$ cat config.mk
export PLATFORM = sky130hd
export DESIGN_NAME = bqeq_ctrl
export DESIGN_NICKNAME = d
export VERILOG_FILES = /design/src/rtl/bqeq_pkg.sv /design/src/rtl/bqeq_ctrl.sv
export SDC_FILE = /design/constraint.sdc
export NUM_CORES = 1
export LEC_CHECK = 0
export BUFFER_PORTS_ARGS = -buffer_cell sky130_fd_sc_hd__buf_2
export CORE_MARGIN = 10
export CORE_UTILIZATION = 35
export DETAILED_ROUTE_END_ITERATION = 12
export PLACE_DENSITY = 0.64
export SLEW_MARGIN = 20
export SYNTH_ARGS = -nofsm -noshare
export SYNTH_HDL_FRONTEND = slang
export SYNTH_SLANG_ARGS = --single-unit
$ cat constraint.sdc
create_clock -name clk -period 1.7 [get_ports clk]
set_clock_uncertainty 0.1 [all_clocks]
set_input_delay 0.085 -clock clk [delete_from_list [all_inputs] [get_ports clk]]
set_output_delay 0.085 -clock clk [all_outputs]
set_load 0.02 [all_outputs]
$ cat src/rtl/bqeq_pkg.sv
`timescale 1ns / 1ps
`default_nettype none

package bqeq_pkg;

    localparam int BANDS      = 10;
    localparam int COEFS      = 5;
    localparam int COEF_DEPTH = BANDS * COEFS;
    localparam int COEF_AW    = $clog2(COEF_DEPTH);
    localparam int BAND_W     = (BANDS > 1) ? $clog2(BANDS) : 1;

    localparam int OP_W     = 2;
    localparam int SAMPLE_W = 24;
    localparam int BSEL_W   = 4;
    localparam int CIDX_W   = 3;
    localparam int COEF_W   = 32;
    localparam int DLY_W    = 40;
    localparam int PROD_W   = COEF_W + SAMPLE_W;
    localparam int P_W      = PROD_W - 20;
    localparam int ACC_W    = DLY_W + 2;

    localparam logic signed [COEF_W-1:0] COEF_ONE = 32'sh1000_0000;

    typedef enum logic [OP_W-1:0] {
        OP_FILTER = 2'd0,
        OP_WRITE  = 2'd1,
        OP_CLEAR  = 2'd2
    } op_t;

    typedef enum logic [CIDX_W-1:0] {
        COEF_B0 = 3'd0,
        COEF_B1 = 3'd1,
        COEF_B2 = 3'd2,
        COEF_A1 = 3'd3,
        COEF_A2 = 3'd4
    } coef_idx_t;

    typedef enum logic [2:0] {
        ALU_NONE,
        ALU_Y,
        ALU_N1_INIT,
        ALU_N1_SUB,
        ALU_N2_INIT,
        ALU_WB
    } alu_op_t;

    typedef struct packed {
        logic              start;
        logic              coef_wr;
        logic              dly_clear;
        logic              coef_rd;
        coef_idx_t         coef_sel;
        logic              dly_rd;
        logic [BAND_W-1:0] band;
        logic              mul_en;
        logic              mul_y;
        logic              zload;
        alu_op_t           alu;
        logic              out_load;
    } dp_cmd_t;

endpackage

`default_nettype wire

$ cat src/rtl/bqeq_ctrl.sv
`timescale 1ns / 1ps
`default_nettype none

module bqeq_ctrl import bqeq_pkg::*; (
    input  wire logic            clk,
    input  wire logic            rst_n,
    input  wire logic            in_valid,
    output logic                 in_ready,
    input  wire logic [OP_W-1:0] operation,
    output logic                 out_valid,
    input  wire logic            out_ready,
    output dp_cmd_t              cmd
);

    typedef enum logic [2:0] {
        S_IDLE,
        S_B0,
        S_Y,
        S_N1,
        S_N1SUB,
        S_N2,
        S_WB,
        S_DRAIN
    } state_t;

    localparam logic [BAND_W-1:0] LAST_BAND = BAND_W'(BANDS - 1);

    state_t            state_reg, state_next;
    logic [BAND_W-1:0] band_reg, band_next;
    logic              out_valid_reg, out_valid_next;
    logic              slot_free;

    assign in_ready  = (state_reg == S_IDLE);
    assign out_valid = out_valid_reg;
    assign slot_free = !out_valid_reg || out_ready;

    always_comb
    begin
        cmd            = '0;
        cmd.coef_sel   = COEF_B0;
        cmd.alu        = ALU_NONE;
        cmd.band       = band_reg;
        state_next     = state_reg;
        band_next      = band_reg;
        out_valid_next = out_valid_reg && !out_ready;

        unique case (state_reg)
            S_IDLE:
            begin
                if (in_valid)
                begin
                    case (operation)
                        OP_FILTER:
                        begin
                            cmd.start   = 1'b1;
                            cmd.coef_rd = 1'b1;
                            cmd.dly_rd  = 1'b1;
                            cmd.band    = '0;
                            band_next   = '0;
                            state_next  = S_B0;
                        end
                        OP_WRITE: cmd.coef_wr   = 1'b1;
                        OP_CLEAR: cmd.dly_clear = 1'b1;
                        default:  ;
                    endcase
                end
            end
            S_B0:
            begin
                cmd.zload    = 1'b1;
                cmd.mul_en   = 1'b1;
                cmd.coef_rd  = 1'b1;
                cmd.coef_sel = COEF_B1;
                state_next   = S_Y;
            end
            S_Y:
            begin
                cmd.alu      = ALU_Y;
                cmd.mul_en   = 1'b1;
                cmd.coef_rd  = 1'b1;
                cmd.coef_sel = COEF_A1;
                state_next   = S_N1;
            end
            S_N1:
            begin
                cmd.alu      = ALU_N1_INIT;
                cmd.mul_en   = 1'b1;
                cmd.mul_y    = 1'b1;
                cmd.coef_rd  = 1'b1;
                cmd.coef_sel = COEF_B2;
                state_next   = S_N1SUB;
            end
            S_N1SUB:
            begin
                cmd.alu      = ALU_N1_SUB;
                cmd.mul_en   = 1'b1;
                cmd.coef_rd  = 1'b1;
                cmd.coef_sel = COEF_A2;
                state_next   = S_N2;
            end
            S_N2:
            begin
                cmd.alu    = ALU_N2_INIT;
                cmd.mul_en = 1'b1;
                cmd.mul_y  = 1'b1;
                state_next = S_WB;
            end
            S_WB:
            begin
                cmd.alu = ALU_WB;
                if (band_reg == LAST_BAND)
                begin
                    state_next = S_DRAIN;
                end
                else
                begin
                    // fetch b0 and delay row of the next band
                    cmd.band    = BAND_W'(band_reg + 1'b1);
                    cmd.coef_rd = 1'b1;
                    cmd.dly_rd  = 1'b1;
                    band_next   = BAND_W'(band_reg + 1'b1);
                    state_next  = S_B0;
                end
            end
            S_DRAIN:
            begin
                if (slot_free)
                begin
                    cmd.out_load   = 1'b1;
                    out_valid_next = 1'b1;
                    state_next     = S_IDLE;
                end
            end
            default: state_next = S_IDLE;
        endcase
    end

    always_ff @(posedge clk or negedge rst_n)
    begin
        if (!rst_n)
        begin
            state_reg     <= S_IDLE;
            band_reg      <= '0;
            out_valid_reg <= 1'b0;
        end
        else
        begin
            state_reg     <= state_next;
            band_reg      <= band_next;
            out_valid_reg <= out_valid_next;
        end
    end

endmodule

`default_nettype wire

==> impl_metrics.env, run 1 <==
export IMPL_crit_path_end_kind="primary output"
export IMPL_ctsRootBufferMaster="clkbuf_4"
export IMPL_die_h_um=62.4
export IMPL_insertion_delay_ns=0.26
export IMPL_placedInstanceArea_um2=802
export IMPL_cts_tree="built"
export IMPL_initial_core_util=0.368
export IMPL_gp_congestion=0.704
export IMPL_die_w_um=62.4
export IMPL_yosysWarnings=0
export IMPL_path_clk_slew_ns=0.06
export IMPL_synthFlopType="dfrtp_1"
export IMPL_whs_ns=0.0403
export IMPL_synth_enable_flop_cells=0
export IMPL_vias_per_cell=4.97
export IMPL_powerDensity_mw_per_mm2=2140
export IMPL_ir_drop_uv=1020
export IMPL_drtIter0Drc=6
export IMPL_ios=27
export IMPL_port_buffers=26
export IMPL_min_path_type="in -> reg"
export IMPL_grt_usage=0.0837
export IMPL_drv_slew=0
export IMPL_post_route_period_util=1.03
export IMPL_status="complete, but fails checks"
export IMPL_grt_setup_unrepaired="true"
export IMPL_violations="setup timing"
export IMPL_design_area_um2=977
export IMPL_required_ns=1.51
export IMPL_drv_cap=0
export IMPL_wl_per_cell_um=13.4
export IMPL_syn_to_final_growth_pct=55.6
export IMPL_layout_cells_non_filler=132
export IMPL_drive_above_1_share=0.505
export IMPL_fillerInstances=158
export IMPL_syn_area_per_cell_um2=9.24
export IMPL_setup_tns_ns=-0.129
export IMPL_diodes=0
export IMPL_cts_buffer_depth=2
export IMPL_dieArea_mm2=0.00389
export IMPL_vias=656
export IMPL_antenna_found_initial=0
export IMPL_syn_inst=68
export IMPL_ys_ff_latch=8
export IMPL_async_reset_ff_frac=1.00
export IMPL_ant_nets=0
export IMPL_worstPathArrival_ns=1.56
export IMPL_row_count=15
export IMPL_largest_reg_flops=4
export IMPL_slew_headroom=0.806
export IMPL_finalWirelength_um=1760
export IMPL_hold_violations=0
export IMPL_cts_htree_levels=1
export IMPL_fin_crit_ns=1.75
export IMPL_firstDrtPassIters=4
export IMPL_grt_max_degree=16
export IMPL_synthesis_area_um2=628
export IMPL_grt_pass1_vias=617
export IMPL_ys_seq_area_frac=0.319
export IMPL_drc=0
export IMPL_cp_max_fo=6
export IMPL_grt_pass1_wl_um=2780
export IMPL_max_freq_ghz=0.572
export IMPL_setup_violations=5
export IMPL_place_ws_ns=0.112
export IMPL_cp_start_kind="flip-flop"
export IMPL_crit_type="reg -> out"
export IMPL_grt_overflow=0
export IMPL_dp_cells=119
export IMPL_synth_nets=76
export IMPL_cts_made_buffers=3
export IMPL_netlist_cell_type_count=36
export IMPL_cts_sinks=8
export IMPL_coreArea_mm2=0.00171
export IMPL_fin_ws_ns=-0.0492
export IMPL_fin_nets=117
export IMPL_dp_hpwl_um=1210
export IMPL_worst_pin_slew_ns=0.291
export IMPL_p_leak_nw=0.495
[power by group]
group | total, W | switching (W) | internal (W)
clock | 0.000155 | 0.0000736 | 0.0000814
sequential | 0.000379 | 0.0000965 | 0.000282
combinational | 0.00156 | 0.000855 | 0.000701
[per-layer routing]
metal / up-vias / share of wire / GRT usage / wire, um
met4: 0 / 0.0079 / 0.0419 / 14
li1: 331 / - / - / -
met1: 309 / 0.44 / 0.0908 / 779
met2: 14 / 0.52 / 0.150 / 921
met3: 2 / 0.027 / 0.0161 / 48
met5: - / 0 / 0 / 0
[cell usage after synthesis (2+ instances only)]
library cell / number / area, um2
dfrtp_1: 8 / 200
nand2_1: 5 / 18.8
nor2b_1: 5 / 31.3
mux2i_1: 4 / 40.0
clkbuf_1: 3 / 11.3
nor2_1: 3 / 11.3
a21o_1: 2 / 15.0
a21oi_1: 2 / 10.0
and2_1: 2 / 12.5
and3b_1: 2 / 17.5
ha_1: 2 / 25.0
nand3_1: 2 / 10.0
nand3b_1: 2 / 15.0
o21a_1: 2 / 15.0
o22ai_1: 2 / 12.5
o31ai_1: 2 / 15.0
[path summary, 6_finish.rpt]
| kind | end | slack (ns) | from | cells past startpoint |
|---|---|---|---|---|
| min reg2reg | out_valid | 0.45 | out_valid | 2 |
| max in group asynchronous | state_reg[0] | 1.22 | rst_n | 2 |
| min | out_valid | 0.04 | out_ready | 3 |
| min in group asynchronous | band_reg[2] | 0.11 | rst_n | 2 |
| max reg2reg | state_reg[1] | 0.09 | band_reg[1] | 8 |
| max | cmd[7] | -0.05 | state_reg[1] | 4 |
[layout by cell type, fill, tap and decap left out, drive strengths merged, types with 3 or more instances in the layout]
cell type,count
nor2,3
buf,39
dfrtp,8
mux2i,4
clkbuf,3
nor2b,5
nand2,5
[what timing repair did]
item                                   CTS  global route
pin swaps                                7             5
setup buffers                            7             2
endpoints found under the hold margin    8             0
resized for setup                        8            14
setup endpoints to repair                9            14
hold buffers                             1             0
[stage by stage]
stage                util  power [W]
floorplan               -    0.00127
global placement    0.470    0.00165
detailed placement  0.470    0.00165
CTS                 0.531    0.00193
global route        0.572    0.00225
finish              0.572    0.00209
[final cells by class]
cell class	instances	area (um2)	area share
Multi-Input combinational cell	54	449	0.460
Timing Repair Buffer	40	267	0.273
Sequential cell	8	200	0.205
Tap cell	25	31.3	0.0320
Clock buffer	3	22.5	0.0230
Inverter	2	7.51	0.00768
[cells by family after synthesis]
| logic type | after synthesis | synth area share |
|---|---|---|
| mux | 4 | 0.0637 |
| buf+inv | 6 | 0.0478 |
| simple gates | 29 | 0.279 |
| compound gates | 18 | 0.237 |
| fa+ha+maj | 2 | 0.0398 |
| flops | 8 | 0.319 |
| xor+xnor | 1 | 0.0139 |
[critical path: stages, from the launching register on]
cell and delay [ns]:
dfrtp_1 0.41, or3_4 0.44, o2bb2ai_4 0.19, mux2i_1 0.10, buf_4 0.16
(Power assumes the default switching activity.)
==> inputs of run 2 (changes only) <==
==> constraint.sdc (replaced) <==
create_clock -name clk -period 1.7 [get_ports clk]
set_clock_uncertainty 0.1 [all_clocks]
set_input_delay 0.17 -clock clk [delete_from_list [all_inputs] [get_ports clk]]
set_output_delay 0.17 -clock clk [all_outputs]
set_load 0.02 [all_outputs]
==> run 2 against run 1 <==
Compared with the run above:
- the run still ends with setup timing left
- core utilization increased by 4.0 points
- clock power is 5% lower
- critical path depth is the same
- register-to-register slack improved by 0.11 ns
- wire length up 1.5%
- sequential power down 5%
- die area stayed put
- combinational power increased by 11%
- cell count grew 2.3%
- largest power group unchanged
- sequential share of layout area fell by 1.3 points
- clock-buffer cell count did not move
==> impl_metrics.env, run 2 (synthesis results as in run 1) <==
export IMPL_status="complete, but fails checks"
export IMPL_violations="setup timing"
export IMPL_power_net_switching_w=0.00105
export IMPL_wl_per_cell_um=13.3
export IMPL_setup_violations=8
export IMPL_path_clk_slew_ns=0.06
export IMPL_gp_congestion=0.730
export IMPL_grt_usage=0.0906
export IMPL_required_ns=1.43
export IMPL_pwr_share_clk=0.066
export IMPL_worstPathArrival_ns=1.60
export IMPL_drc=0
export IMPL_dp_cells=123
export IMPL_fin_ws_ns=-0.169
export IMPL_drive_above_1_share=0.573
export IMPL_grt_pass1_vias=636
export IMPL_cp_start_kind="flip-flop"
export IMPL_switching_share=0.469
export IMPL_crit_type="reg -> out"
export IMPL_coreArea_mm2=0.00171
export IMPL_ir_drop_uv=923
export IMPL_cts_made_buffers=3
export IMPL_pwr_share_seq=0.161
export IMPL_p_total_w=0.00224
export IMPL_vias_per_cell=4.92
export IMPL_die_w_um=62.4
export IMPL_min_path_type="in -> reg"
export IMPL_die_h_um=62.4
export IMPL_drtIter0Drc=8
export IMPL_cts_buffer_depth=2
export IMPL_row_count=15
export IMPL_syn_to_final_growth_pct=66.5
export IMPL_slew_headroom=0.788
export IMPL_setup_tns_ns=-0.848
export IMPL_post_route_period_util=1.10
export IMPL_fillerInstances=150
export IMPL_grt_setup_unrepaired="true"
export IMPL_dp_hpwl_um=1270
export IMPL_port_buffers=26
export IMPL_firstDrtPassIters=5
export IMPL_comb_power_share=0.773
export IMPL_drv_cap=0
export IMPL_fin_nets=120
export IMPL_max_freq_ghz=0.535
export IMPL_cts_sinks=8
export IMPL_cts_tree="built"
export IMPL_grt_max_degree=16
export IMPL_cp_max_fo=6
export IMPL_grt_pass1_wl_um=2900
export IMPL_cts_htree_levels=1
export IMPL_initial_core_util=0.368
export IMPL_insertion_delay_ns=0.25
export IMPL_crit_path_end_kind="primary output"
export IMPL_p_int_w=0.00119
export IMPL_fin_crit_ns=1.87
export IMPL_mostFrequentLayoutCells="buf_4 (18), buf_2 (14), buf_6 (10), dfrtp_1 (8), nand2_1 (5)"
export IMPL_worst_pin_slew_ns=0.318
export IMPL_ctsRootBufferMaster="clkbuf_4"
export IMPL_diodes=0
export IMPL_layout_cells_non_filler=135
export IMPL_final_common_cell="buf_4"
export IMPL_largest_reg_flops=4
export IMPL_drv_slew=0
export IMPL_ant_nets=0
export IMPL_grt_overflow=0
export IMPL_p_leak_nw=0.523
export IMPL_finalWirelength_um=1790
export IMPL_ios=27
export IMPL_dieArea_mm2=0.00389
export IMPL_vias=664
export IMPL_hold_violations=0
export IMPL_antenna_found_initial=0
export IMPL_powerDensity_mw_per_mm2=2140
## run 2: cell type report
class | count | area [um2] | area share
multi-input cells | 54 | 454 | 0.434
repair buffers | 43 | 328 | 0.313
flip-flops and latches | 8 | 200 | 0.191
well taps | 25 | 31.3 | 0.0299
clock buffers | 3 | 22.5 | 0.0215
inverters | 2 | 10.0 | 0.00957
## run 2: worst max-delay path: stages, from the launching register on
cell	delay, ns
dfrtp_1	0.40
or3_4	0.46
o2bb2ai_4	0.21
mux2i_1	0.10
buf_4	0.17
## run 2: metal layers
layer	track usage	share of wire	routed length, um
met5	0	0	0
met4	0.0670	0.012	21
met3	0.0233	0.046	82
met2	0.151	0.52	932
met1	0.0958	0.42	754
## run 2: stage by stage
stage           util  setup WS (ns)  area [um2]  hold slack [ns]
6_report       0.612         -0.169        1050            0.126
5_1_grt        0.612         -0.231        1050            0.149
4_1_cts        0.593         -0.125        1010            0.115
3_5_place_dp   0.490         0.0501         837          -0.0800
3_3_place_gp   0.490         0.0629         837          -0.0798
2_1_floorplan      -         0.0215         638           -0.226
## run 2: path summary, 6_finish.rpt
kind	from	end	slack (ns)	cells after the start
setup / recovery	state_reg[0]	cmd[7]	-0.17	4
hold / removal	out_ready	out_valid	0.13	3
setup reg to reg	state_reg[0]	band_reg[1]	0.20	4
hold reg to reg	band_reg[3]	band_reg[3]	0.45	1
max in group asynchronous	rst_n	band_reg[0]	1.14	2
min in group asynchronous	rst_n	state_reg[1]	0.18	2
## run 2: power groups by stage
stage          Combinational, W  Sequential [W]  Clock (W)
2_1_floorplan          0.000880        0.000396          0
3_3_place_gp            0.00136        0.000349          0
3_5_place_dp            0.00137        0.000352          0
4_1_cts                 0.00168        0.000356   0.000151
5_1_grt                 0.00188        0.000377   0.000160
6_report                0.00173        0.000361   0.000148
## run 2: timing repair
action                     in CTS  in global routing
pin swaps                      12                  5
setup endpoints to repair      11                 17
hold endpoints to repair        8                  0
resized for setup              25                 11
hold buffers                    1                  0
setup buffers                   9                  0
==> inputs of run 3 (changes only) <==
--- a/config.mk
+++ b/config.mk
@@ -10,6 +10,7 @@
 export CORE_UTILIZATION = 35
 export DETAILED_ROUTE_END_ITERATION = 12
 export PLACE_DENSITY = 0.64
+export SETUP_SLACK_MARGIN = 0.05
 export SLEW_MARGIN = 20
 export SYNTH_ARGS = -nofsm -noshare
 export SYNTH_HDL_FRONTEND = slang
==> run 3 against run 2 <==
Compared with the run above:
- the flow still finishes with violations (setup timing)
- combinational power is 2% lower
- core utilization fell by 0.29 points
- sequential cell count is the same
- largest cell class unchanged
- setup slack improved by 0.026 ns
- largest power group unchanged
- via count increased by 2.7%
- design area is 0.48% lower
==> impl_metrics.env, run 3 (synthesis results as in run 1) <==
export IMPL_crit_cells=4
export IMPL_drv_cap=0
export IMPL_gp_congestion=0.756
export IMPL_critical_path_top_delay_family="simple AND/OR/NAND/NOR gates"
export IMPL_port_buffers=26
export IMPL_cts_made_buffers=3
export IMPL_mostFrequentLayoutCells="buf_4 (21), buf_2 (13), dfrtp_1 (8), buf_6 (8)"
export IMPL_worstPathArrival_ns=1.57
export IMPL_violations="setup timing"
export IMPL_ant_nets=0
export IMPL_min_path_type="in -> reg"
export IMPL_finalWirelength_um=1880
export IMPL_hold_violations=0
export IMPL_row_count=15
export IMPL_cp_max_fo=5
export IMPL_status="complete, but fails checks"
export IMPL_ctsRootBufferMaster="clkbuf_4"
export IMPL_final_util=0.610
export IMPL_cts_sinks=8
export IMPL_crit_path_end_kind="primary output"
export IMPL_fin_nets=120
export IMPL_post_route_period_util=1.08
export IMPL_reg2regPathDepth=7
export IMPL_cts_htree_levels=1
export IMPL_critPathSlowestCell="or3_4"
export IMPL_ios=27
export IMPL_insertion_delay_ns=0.25
export IMPL_vias=682
export IMPL_cts_tree="built"
export IMPL_worst_pin_slew_ns=0.309
export IMPL_final_common_cell="buf_4"
export IMPL_drv_slew=0
export IMPL_setup_violations=9
export IMPL_cp_start_kind="flip-flop"
export IMPL_initial_core_util=0.368
export IMPL_fin_ws_ns=-0.143
export IMPL_diodes=0
export IMPL_drtIter0Drc=14
export IMPL_die_h_um=62.4
export IMPL_fillerInstances=151
export IMPL_grt_pass1_vias=658
export IMPL_powerDensity_mw_per_mm2=2120
export IMPL_max_freq_ghz=0.543
export IMPL_wl_per_cell_um=13.9
export IMPL_slowest_delay_ns=0.45
export IMPL_vias_per_cell=5.05
export IMPL_design_area_mm2=0.00104
export IMPL_syn_to_final_growth_pct=65.7
export IMPL_slew_headroom=0.794
export IMPL_min_delay_path_depth=3
export IMPL_cts_buffer_depth=2
export IMPL_grt_max_degree=16
export IMPL_placedInstanceArea_um2=827
export IMPL_antenna_found_initial=0
export IMPL_path_clk_slew_ns=0.05
export IMPL_grt_overflow=0
export IMPL_cp_num_buf_inv=1
export IMPL_dieArea_mm2=0.00389
export IMPL_largest_reg_flops=4
export IMPL_dp_hpwl_um=1310
export IMPL_drc=0
export IMPL_firstDrtPassIters=4
export IMPL_ir_drop_uv=1080
export IMPL_required_ns=1.43
export IMPL_fin_crit_ns=1.84
export IMPL_drive_above_1_share=0.527
export IMPL_p_leak_nw=0.522
export IMPL_crit_type="reg -> out"
export IMPL_grt_setup_unrepaired="true"
export IMPL_crit_chain="or3_4 -> o211ai_2 -> o31ai_2 -> buf_4"
export IMPL_grt_usage=0.0910
export IMPL_grt_pass1_wl_um=2960
export IMPL_die_w_um=62.4
export IMPL_coreArea_mm2=0.00171
## run 3: per-stage QoR
step	worst slack, ns	hold slack [ns]	power [W]	instances	TNS (ns)
2_1_floorplan	0.0534	-0.226	0.00128	68	0
3_3_place_gp	0.0198	-0.0806	0.00169	121	0
3_5_place_dp	0.0107	-0.0804	0.00170	121	0
4_1_cts	-0.108	0.140	0.00206	131	-0.624
5_1_grt	-0.217	0.148	0.00236	135	-1.60
6_report	-0.143	0.135	0.00220	135	-0.921
## run 3: layer usage
layer  global-route usage  part of all wire  vias up
li1                     -                 -      335
met1               0.0959              0.42      318
met2                0.159              0.51       21
met3               0.0143             0.036        8
met4               0.0670             0.037        0
met5                    0                 0        -
## run 3: path summary, 6_finish.rpt
check | to | slack [ns] | from
setup / recovery | cmd[9] | -0.14 | state_reg[1]
hold / removal | out_valid | 0.14 | out_ready
setup reg to reg | state_reg[1] | 0.17 | band_reg[1]
hold reg to reg | band_reg[3] | 0.42 | band_reg[3]
max in group asynchronous | out_valid | 1.14 | rst_n
min in group asynchronous | band_reg[3] | 0.19 | rst_n
## run 3: worst reg2reg max path, delay by kind of cell, from the launching register on
| kind | cells | cell delay [ns] |
|---|---|---|
| adder cells (fa/ha/maj) | 1 | 0.13 |
| buffers and inverters | 3 | 0.40 |
| AND/OR/NAND/NOR | 1 | 0.17 |
| AO/OA/AOI/OAI | 2 | 0.29 |
| flip-flops | 1 | 0.38 |
## run 3: report_power, final
group	internal, W	switching (W)	total, W
combinational	0.000787	0.000907	0.00169
clock	0.0000809	0.0000663	0.000147
sequential	0.000283	0.0000785	0.000361
total	0.00115	0.00105	0.00220
## run 3: what timing repair did
item,CTS,global route
pin swaps,13,6
hold buffers,1,0
setup endpoints to repair,11,15
cloned,0,0
hold endpoints to repair,8,0
resized for setup,22,9
setup buffers,6,4
## run 3: final cells by class
cell class	count	area, um2	area share
inverter	2	7.51	0.00721
sequential	8	200	0.192
multi-input combinational	54	457	0.439
timing repair buffer	43	323	0.310
tap	25	31.3	0.0300
clock buffer	3	22.5	0.0216
